===== config.mk =====
export PLATFORM = sky130hd
export DESIGN_NAME = gf256_multiply_inverse
export DESIGN_NICKNAME = d
export VERILOG_FILES = /design/src/rtl/gfmi_pkg.sv /design/src/rtl/gfmi_mul.sv /design/src/rtl/gfmi_datapath.sv /design/src/rtl/gfmi_ctrl.sv /design/src/rtl/gf256_multiply_inverse.sv
export SDC_FILE = /design/constraint.sdc
export NUM_CORES = 1
export LEC_CHECK = 0
export BUFFER_PORTS_ARGS = -buffer_cell sky130_fd_sc_hd__buf_2
export CELL_PAD_IN_SITES_DETAIL_PLACEMENT = 1
export CELL_PAD_IN_SITES_GLOBAL_PLACEMENT = 2
export CORE_MARGIN = 3
export CORE_UTILIZATION = 29
export CTS_CLUSTER_DIAMETER = 100
export DETAILED_ROUTE_END_ITERATION = 10
export GPL_TIMING_DRIVEN = 0
export PLACE_DENSITY = 0.72
export SYNTH_ARGS = -nofsm -noshare
export SYNTH_HDL_FRONTEND = slang
export SYNTH_HIERARCHICAL = 1
export SYNTH_SLANG_ARGS = --single-unit

===== constraint.sdc =====
create_clock -name i_clk -period 5.35 [get_ports i_clk]
set_input_delay 1.07 -clock i_clk [delete_from_list [all_inputs] [get_ports i_clk]]
set_output_delay 1.07 -clock i_clk [all_outputs]
set_load 0.01 [all_outputs]

===== src/rtl/gfmi_pkg.sv =====
// Shared types, constants and helper functions for the GF(2^8) multiply and inverse block.
// Used by gfmi_mul, gfmi_datapath, gfmi_ctrl and gf256_multiply_inverse.
// Depends on nothing.
package gfmi_pkg;

    localparam int unsigned C_ELEM_W   = 8;
    localparam int unsigned C_POLY_W   = C_ELEM_W + 1;
    localparam int unsigned C_CLMUL_W  = 2 * C_ELEM_W - 1;
    localparam int unsigned C_DEG_W    = 4;
    localparam int unsigned C_APB_AW   = 3;
    localparam int unsigned C_APB_DW   = 32;

    // Register map (word index taken from paddr[2])
    localparam logic C_REG_MODULUS = 1'b0;

    localparam logic [C_POLY_W-1:0] C_MODULUS_RESET = 9'h11B;

    // Degree of a polynomial: index of its highest set bit, zero for zero
    function automatic logic [C_DEG_W-1:0] f_poly_degree(input logic [C_POLY_W-1:0] p);
        logic [C_DEG_W-1:0] d;
        d = '0;
        for (int k = 0; k < int'(C_POLY_W); k++) begin
            if (p[k]) begin
                d = C_DEG_W'(k);
            end
        end
        return d;
    endfunction

    localparam logic [C_DEG_W-1:0] C_DEG_RESET = f_poly_degree(C_MODULUS_RESET);

    // Reduction polynomial as seen by the multiplier
    typedef struct packed {
        logic [C_POLY_W-1:0] poly;
        logic [C_DEG_W-1:0]  deg;
        logic                nz;
    } t_poly_cfg;

    // Sideband carried alongside each multiplication
    typedef struct packed {
        logic                vld;
        logic                is_prod;
        logic [C_ELEM_W-1:0] cand;
    } t_mul_tag;

    // Controller to datapath
    typedef struct packed {
        logic load;
        logic issue;
    } t_dp_cmd;

    // Datapath to controller
    typedef struct packed {
        logic last_issue;
        logic hit;
        logic pipe_empty;
    } t_dp_sts;

    typedef enum logic [1:0] {
        S_IDLE,
        S_ISSUE,
        S_DRAIN,
        S_DONE
    } t_state;

endpackage


===== src/rtl/gfmi_mul.sv =====
// Three-stage pipelined GF(2^8) multiplier: carry-less product, then reduction
// of the upper and lower bit ranges in two registered steps. Depends on gfmi_pkg.
module gfmi_mul (
    input  logic                          i_clk,
    input  logic                          i_rst_n,
    input  gfmi_pkg::t_poly_cfg           i_cfg,
    input  logic [gfmi_pkg::C_ELEM_W-1:0] i_x,
    input  logic [gfmi_pkg::C_ELEM_W-1:0] i_y,
    input  gfmi_pkg::t_mul_tag            i_tag,
    output logic [gfmi_pkg::C_ELEM_W-1:0] o_res,
    output gfmi_pkg::t_mul_tag            o_tag,
    output logic                          o_empty
);
    import gfmi_pkg::*;

    logic [C_CLMUL_W-1:0] n_p1, n_p2, n_p3;
    logic [C_CLMUL_W-1:0] r_p1, r_p2, r_p3;
    t_mul_tag             r_tag1, r_tag2, r_tag3;
    logic [C_CLMUL_W-1:0] w_mpoly;

    assign w_mpoly = C_CLMUL_W'(i_cfg.poly);

    // Carry-less product of the two bytes
    always_comb begin
        n_p1 = '0;
        for (int k = 0; k < int'(C_ELEM_W); k++) begin
            if (i_y[k]) begin
                n_p1 = n_p1 ^ (C_CLMUL_W'(i_x) << k);
            end
        end
    end

    // Reduce bits 14..8 (only those at or above the polynomial degree)
    always_comb begin
        n_p2 = r_p1;
        for (int k = int'(C_CLMUL_W) - 1; k >= int'(C_ELEM_W); k--) begin
            if (i_cfg.nz && (C_DEG_W'(k) >= i_cfg.deg) && n_p2[k]) begin
                n_p2 = n_p2 ^ (w_mpoly << (C_DEG_W'(k) - i_cfg.deg));
            end
        end
    end

    // Reduce bits 7..0; a constant-one polynomial clears everything here
    always_comb begin
        n_p3 = r_p2;
        for (int k = int'(C_ELEM_W) - 1; k >= 0; k--) begin
            if (i_cfg.nz && (C_DEG_W'(k) >= i_cfg.deg) && n_p3[k]) begin
                n_p3 = n_p3 ^ (w_mpoly << (C_DEG_W'(k) - i_cfg.deg));
            end
        end
    end

    // Stage payloads and valids
    always_ff @(posedge i_clk) begin
        r_p1           <= n_p1;
        r_p2           <= n_p2;
        r_p3           <= n_p3;
        r_tag1.is_prod <= i_tag.is_prod;
        r_tag1.cand    <= i_tag.cand;
        r_tag2.is_prod <= r_tag1.is_prod;
        r_tag2.cand    <= r_tag1.cand;
        r_tag3.is_prod <= r_tag2.is_prod;
        r_tag3.cand    <= r_tag2.cand;
        if (!i_rst_n) begin
            r_tag1.vld <= 1'b0;
            r_tag2.vld <= 1'b0;
            r_tag3.vld <= 1'b0;
        end else begin
            r_tag1.vld <= i_tag.vld;
            r_tag2.vld <= r_tag1.vld;
            r_tag3.vld <= r_tag2.vld;
        end
    end

    assign o_res   = r_p3[C_ELEM_W-1:0];
    assign o_tag   = r_tag3;
    assign o_empty = !(r_tag1.vld || r_tag2.vld || r_tag3.vld);

endmodule


===== src/rtl/gfmi_datapath.sv =====
// Datapath: operand registers, candidate counter, shared multiplier and result
// registers. Depends on gfmi_pkg and gfmi_mul.
module gfmi_datapath (
    input  logic                          i_clk,
    input  logic                          i_rst_n,
    input  gfmi_pkg::t_poly_cfg           i_cfg,
    input  gfmi_pkg::t_dp_cmd             i_cmd,
    output gfmi_pkg::t_dp_sts             o_sts,
    input  logic [gfmi_pkg::C_ELEM_W-1:0] i_operand_a,
    input  logic [gfmi_pkg::C_ELEM_W-1:0] i_operand_b,
    output logic [gfmi_pkg::C_ELEM_W-1:0] o_product,
    output logic [gfmi_pkg::C_ELEM_W-1:0] o_inverse,
    output logic                          o_has_inverse
);
    import gfmi_pkg::*;

    logic [C_ELEM_W-1:0] r_a, r_b;
    logic [C_ELEM_W-1:0] r_cand;
    logic [C_ELEM_W-1:0] r_product, r_inverse;
    logic                r_found;
    logic [C_ELEM_W-1:0] w_y;
    t_mul_tag            w_in_tag;
    t_mul_tag            w_out_tag;
    logic [C_ELEM_W-1:0] w_res;
    logic                w_empty;
    logic                w_hit;

    // Counter value zero issues the product; then candidates 255 down to 1
    assign w_in_tag.vld     = i_cmd.issue;
    assign w_in_tag.is_prod = (r_cand == '0);
    assign w_in_tag.cand    = r_cand;
    assign w_y              = w_in_tag.is_prod ? r_b : r_cand;

    gfmi_mul u_mul (
        .i_clk   (i_clk),
        .i_rst_n (i_rst_n),
        .i_cfg   (i_cfg),
        .i_x     (r_a),
        .i_y     (w_y),
        .i_tag   (w_in_tag),
        .o_res   (w_res),
        .o_tag   (w_out_tag),
        .o_empty (w_empty)
    );

    // First candidate giving one is the largest
    assign w_hit = w_out_tag.vld && !w_out_tag.is_prod && (w_res == C_ELEM_W'(1)) && !r_found;

    // Operands and candidate counter
    always_ff @(posedge i_clk) begin
        if (i_cmd.load) begin
            r_a    <= i_operand_a;
            r_b    <= i_operand_b;
            r_cand <= '0;
        end else if (i_cmd.issue) begin
            r_cand <= r_cand - C_ELEM_W'(1);
        end
    end

    // Results
    always_ff @(posedge i_clk) begin
        if (!i_rst_n) begin
            r_found <= 1'b0;
        end else if (i_cmd.load) begin
            r_found <= 1'b0;
        end else if (w_hit) begin
            r_found <= 1'b1;
        end
    end

    always_ff @(posedge i_clk) begin
        if (i_cmd.load) begin
            r_inverse <= '0;
        end else if (w_hit) begin
            r_inverse <= w_out_tag.cand;
        end
        if (w_out_tag.vld && w_out_tag.is_prod) begin
            r_product <= w_res;
        end
    end

    assign o_sts.last_issue = (r_cand == C_ELEM_W'(1));
    assign o_sts.hit        = w_hit;
    assign o_sts.pipe_empty = w_empty;

    assign o_product     = r_product;
    assign o_inverse     = r_inverse;
    assign o_has_inverse = r_found;

endmodule


===== src/rtl/gfmi_ctrl.sv =====
// Controller state machine: loads an item, issues multiplications, waits for
// the pipeline to drain and strobes the result. Depends on gfmi_pkg.
module gfmi_ctrl (
    input  logic              i_clk,
    input  logic              i_rst_n,
    input  logic              i_start,
    input  gfmi_pkg::t_dp_sts i_sts,
    output gfmi_pkg::t_dp_cmd o_cmd,
    output logic              o_busy,
    output logic              o_done
);
    import gfmi_pkg::*;

    t_state r_state, n_state;

    // State register
    always_ff @(posedge i_clk) begin
        if (!i_rst_n) begin
            r_state <= S_IDLE;
        end else begin
            r_state <= n_state;
        end
    end

    // Next state and commands
    always_comb begin
        n_state     = r_state;
        o_cmd.load  = 1'b0;
        o_cmd.issue = 1'b0;
        o_busy      = 1'b1;
        o_done      = 1'b0;
        unique case (r_state)
            S_IDLE: begin
                o_busy = 1'b0;
                if (i_start) begin
                    o_cmd.load = 1'b1;
                    n_state    = S_ISSUE;
                end
            end
            S_ISSUE: begin
                o_cmd.issue = 1'b1;
                if (i_sts.hit || i_sts.last_issue) begin
                    n_state = S_DRAIN;
                end
            end
            S_DRAIN: begin
                if (i_sts.pipe_empty) begin
                    n_state = S_DONE;
                end
            end
            S_DONE: begin
                o_done  = 1'b1;
                n_state = S_IDLE;
            end
            default: begin
                n_state = S_IDLE;
            end
        endcase
    end

endmodule


===== src/rtl/gf256_multiply_inverse.sv =====
// Top level of the GF(2^8) multiply and inverse block: APB register for the
// reduction polynomial, controller and datapath. Depends on gfmi_pkg, gfmi_ctrl, gfmi_datapath.
//
//   channel  | signals                                        | transfer when
//   ---------+------------------------------------------------+----------------------------
//   item in  | i_operand_a, i_operand_b                       | start high, busy low
//   result   | o_product, o_inverse, o_has_inverse            | o_done high (one cycle)
//   config   | psel, penable, pwrite, paddr, pwdata, prdata   | psel & penable & pwrite
//
// For each item, from start to the o_done cycle, the shared three-stage field
// multiplier takes the product, then candidates 255 down to 1, one per cycle,
// and stops at the first that gives one, then drains the pipeline.
// Reset (synchronous, active low) sets the polynomial to 0x11B and idles the block.
// The receiver cannot stall: the result is valid from the o_done cycle until the next start is taken.
module gf256_multiply_inverse (
    input  logic                          i_clk,
    input  logic                          i_rst_n,
    input  logic                          start,
    output logic                          busy,
    input  logic [gfmi_pkg::C_ELEM_W-1:0] i_operand_a,
    input  logic [gfmi_pkg::C_ELEM_W-1:0] i_operand_b,
    output logic                          o_done,
    output logic [gfmi_pkg::C_ELEM_W-1:0] o_product,
    output logic [gfmi_pkg::C_ELEM_W-1:0] o_inverse,
    output logic                          o_has_inverse,
    input  logic                          psel,
    input  logic                          penable,
    input  logic                          pwrite,
    input  logic [gfmi_pkg::C_APB_AW-1:0] paddr,
    input  logic [gfmi_pkg::C_APB_DW-1:0] pwdata,
    output logic [gfmi_pkg::C_APB_DW-1:0] prdata,
    output logic                          pready
);
    import gfmi_pkg::*;

    logic [C_POLY_W-1:0] r_modulus;
    logic [C_DEG_W-1:0]  r_deg;
    logic                w_wr;
    t_poly_cfg           w_cfg;
    t_dp_cmd             w_cmd;
    t_dp_sts             w_sts;

    // APB register access
    assign pready = 1'b1;
    assign w_wr   = psel && penable && pwrite && (paddr[2] == C_REG_MODULUS);
    assign prdata = (paddr[2] == C_REG_MODULUS) ? C_APB_DW'(r_modulus) : '0;

    // Polynomial and its degree, kept together
    always_ff @(posedge i_clk) begin
        if (!i_rst_n) begin
            r_modulus <= C_MODULUS_RESET;
            r_deg     <= C_DEG_RESET;
        end else if (w_wr) begin
            r_modulus <= pwdata[C_POLY_W-1:0];
            r_deg     <= f_poly_degree(pwdata[C_POLY_W-1:0]);
        end
    end

    assign w_cfg.poly = r_modulus;
    assign w_cfg.deg  = r_deg;
    assign w_cfg.nz   = (r_modulus != '0);

    gfmi_ctrl u_ctrl (
        .i_clk   (i_clk),
        .i_rst_n (i_rst_n),
        .i_start (start),
        .i_sts   (w_sts),
        .o_cmd   (w_cmd),
        .o_busy  (busy),
        .o_done  (o_done)
    );

    gfmi_datapath u_dp (
        .i_clk         (i_clk),
        .i_rst_n       (i_rst_n),
        .i_cfg         (w_cfg),
        .i_cmd         (w_cmd),
        .o_sts         (w_sts),
        .i_operand_a   (i_operand_a),
        .i_operand_b   (i_operand_b),
        .o_product     (o_product),
        .o_inverse     (o_inverse),
        .o_has_inverse (o_has_inverse)
    );

endmodule


==> qor.yml <==
outcome:
  run_status: "finished clean"
synthesis:
  synth.distinct_cells: 79
  synth_cells: 1149
  synth_seq_area_share_pct: 27.5
  ys_ff_latch: 116
  syn_avg_cell_area_um2: 8.11
  yosysWarnings: 6
  synth_most_common_cell: "nand2_1"
  synth_ff_type: "dfxtp_1"
  synth_area_um2: 9320
  netlist.area_leader.share_pct: 19.8
  synth-edff-count: 24
  yosys-top-cells-area: "dfxtp_1 20%, xnor2_1 14%, edfxtp_1 7.7%, nand2_1 6.7%, nor2_1 4.3%"
  synthArstFlopShare_pct: 0
  synth_top_cells_by_count: "167 x nand2_1, 147 x xnor2_1, 106 x nor2_1"
  synth.largest_area_cell: "dfxtp_1"
sta:
  max_clock_freq_ghz: 0.192
  fin_skew_ps: 17.5
  period_share_pct: 97.2
  layout_setup_ws_ps: 148
  finalSetupViolations: 0
  tightest_slew_ps: 1160
  setup_tns_ps: 0
  slew_viol_final: 0
  hold_viol: 0
  slew_headroom_pct: 21.9
  hold-worst-slack_ps: 322
  min_period_ps: 5200
global_route:
  grt_overflow: 0
  antenna_found_initial: 0
  grt_pass1_wl_um: 54000
  grt_max_degree: 18
  grt_util_all_layers_pct: 20.8
  grt_pass1_vias: 8728
pwr:
  power.density_nw_per_um2: 503
  ir_worst_vdd_v: 0.000264
  p_int_w: 0.00333
  switchingPower_w: 0.00236
  leakage_nw: 4.22
  clkPwrFrac_pct: 21.8
  p_comb_share_pct: 54.0
  p_sw_share_pct: 41.5
  pwr-share-seq_pct: 24.2
clocking:
  max-clock-path-buffers: 2
  cts_buffers: 17
  cts_tree: "built"
  htree_levels: 4
  clk_pin_slew_worst_paths_ps: 70
  cts.sinks: 116
  root_buffer: "clkbuf_16"
  clock_latency_ps: 420
placement:
  placed_area_um2: 10200
  routabilityCongestion: 0.933
  place_hpwl_um: 27800
  io_buffer_count: 59
  pre_cts_ws_ps: -1490
floorplanning:
  die_y_um: 185
  core_region_area_um2: 31100
  rows: 64
  io_pins: 109
  die_area_um2: 34300
  initial_core_util_pct: 29.9
  die_w_um: 185
critical_path:
  cpMostUsedCell: "buf_12"
  crit_path_start: "r_deg[1]"
  cpMaxStageDelayCell: "mux4_2"
  critPathLaunchType: "flip-flop"
  cp_data_arrival_time_ps: 5500
  rr_startpoint: "r_deg[1]"
  crit_type: "reg2reg"
  cp_cell_sequence: "buf_12, buf_12, clkinvlp_4, ha_4, mux4_2, and4_4, a31oi_4, nor3_2, o221a_4, xnor2_4, a211o_4, and2_1, buf_6, or4_1, o311a_1, a211oi_4, xor2_2, buf_4, nor3b_4, xnor2_1"
  critPathMaxFanout: 10
  endpoint_kind: "flip-flop"
  slowest_delay_ps: 660
  worstPathRequired_ps: 5650
min_path:
  min_path_type: "reg2reg"
  worstHoldStart: "u_dp/u_mul/r_tag1[2]"
route:
  routed-via-count: 8675
  drt-pass1-iter-count: 5
  wl_um: 35900
  vias_per_cell: 5.20
  drc_errors: 0
  post_drt_wl_per_cell_um: 21.5
  ant_nets: 0
  drt_iter0_drc: 557
final_layout:
  final_nets: 1336
  multi_input_area_um2: 6580
  design_area_um2: 11300
  nFillCells: 3696
  area_delta_synth_final_pct: 21.3
  drive_gt1_share_pct: 19.8
  seq_area_um2: 2570
  num_antenna_cells: 0
job:
  maxCapViolations: 0
-- final cells by class --
cell class	count	share of cell area, %
plain buffers	91	4.78
clock buffers	17	3.76
inverters	25	0.897
multi-input cells	936	58.2
clock inverters	15	1.72
flip-flops and latches	116	22.8
repair buffers	72	3.48
well taps	396	4.38
-- metal layers --
| layer | global-route usage [%] | part of all wire [%] | wire length (µm) |
|---|---|---|---|
| met5 | 0 | 0 | 0 |
| met4 | 7.20 | 3.4 | 1210 |
| met3 | 4.16 | 5.2 | 1870 |
| met2 | 34.1 | 46 | 16600 |
| met1 | 27.3 | 45 | 16200 |
-- critical path, delay by kind of cell, from the launching register on --
family	cells	cell delay [ps]
AOI/OAI and AO/OA	5	1350
xor gates and xnor gates	3	380
adders and majority gates	1	330
buffers and inverters	5	710
DFF	1	370
muxes	1	660
and+or+nand+nor	5	1270
-- kinds of logic (layout without fill, tap and decap cells) --
family,count (synthesis),after routing,synth area share (%)
DFF,116,116,27.5
other,2,24,0.0806
xor gates and xnor gates,183,183,17.4
buffers and inverters,119,220,6.53
and+or+nand+nor,468,468,24.5
AOI/OAI and AO/OA,186,186,13.8
adders and majority gates,20,20,2.69
muxes,55,55,7.40
-- flip-flops by register name, summed over array words and instances (netlist names) --
register / cells
r_modulus: 9
u_dp/u_mul/r_p1: 15
u_dp/o_inverse: 8
r_deg: 3
u_ctrl/r_state: 2
u_dp/u_mul/r_tag1: 10
u_dp/o_product: 8
u_dp/u_mul/r_p2: 8
u_dp/r_cand: 8
u_dp/o_has_inverse: 1
u_dp/r_b: 8
u_dp/u_mul/r_tag2: 10
u_dp/u_mul/o_tag: 10
u_dp/u_mul/r_p3: 8
u_dp/r_a: 8
-- worst paths after layout --
path | endpoint | slack, ps | depth (start not counted)
max reg2reg | u_dp/u_mul/r_p2[0] | 150 | 20
min | u_dp/u_mul/r_tag2[2] | 320 | 0
max | u_dp/u_mul/r_p2[0] | 150 | 20
min reg2reg | u_dp/u_mul/r_tag2[2] | 320 | 0
-- per-stage QoR --
step	util (%)	std cells	total power, W
final	36.3	1668	0.00569
after global placement	32.7	1626	0.00422
after floorplan	-	1171	0.00355
after CTS	35.4	1661	0.00563
after detailed placement	32.7	1626	0.00425
after global routing	36.3	1668	0.00604
-- what timing repair did --
| action | 4_1_cts | 5_1_grt |
|---|---|---|
| endpoints found under the setup margin | 16 | 16 |
| pin swaps | 5 | 10 |
| hold buffers | 0 | 0 |
| resized for setup | 44 | 42 |
| buffers inserted | 5 | 8 |
-- layout by cell type, fill, tap and decap left out, drive strengths merged, types with 24 or more instances in the layout --
| cell | count |
|---|---|
| nand2 | 167 |
| xnor2 | 147 |
| buf | 122 |
| nor2 | 106 |
| dfxtp | 92 |
| clkbuf | 58 |
| o21ai | 39 |
| a21oi | 37 |
| xor2 | 35 |
| mux2i | 34 |
| nand3 | 33 |
| nor3 | 32 |
| inv | 31 |
| conb | 24 |
| edfxtp | 24 |
-- power by group through the flow --
stage	Clock, W	Sequential (W)	Combinational, W
final	0.00124	0.00138	0.00307
after global routing	0.00130	0.00141	0.00333
after CTS	0.00127	0.00138	0.00298
after detailed placement	0	0.00139	0.00286
after global placement	0	0.00139	0.00283
after floorplan	0	0.00132	0.00223
No activity file was read; power rests on OpenSTA's default activity.
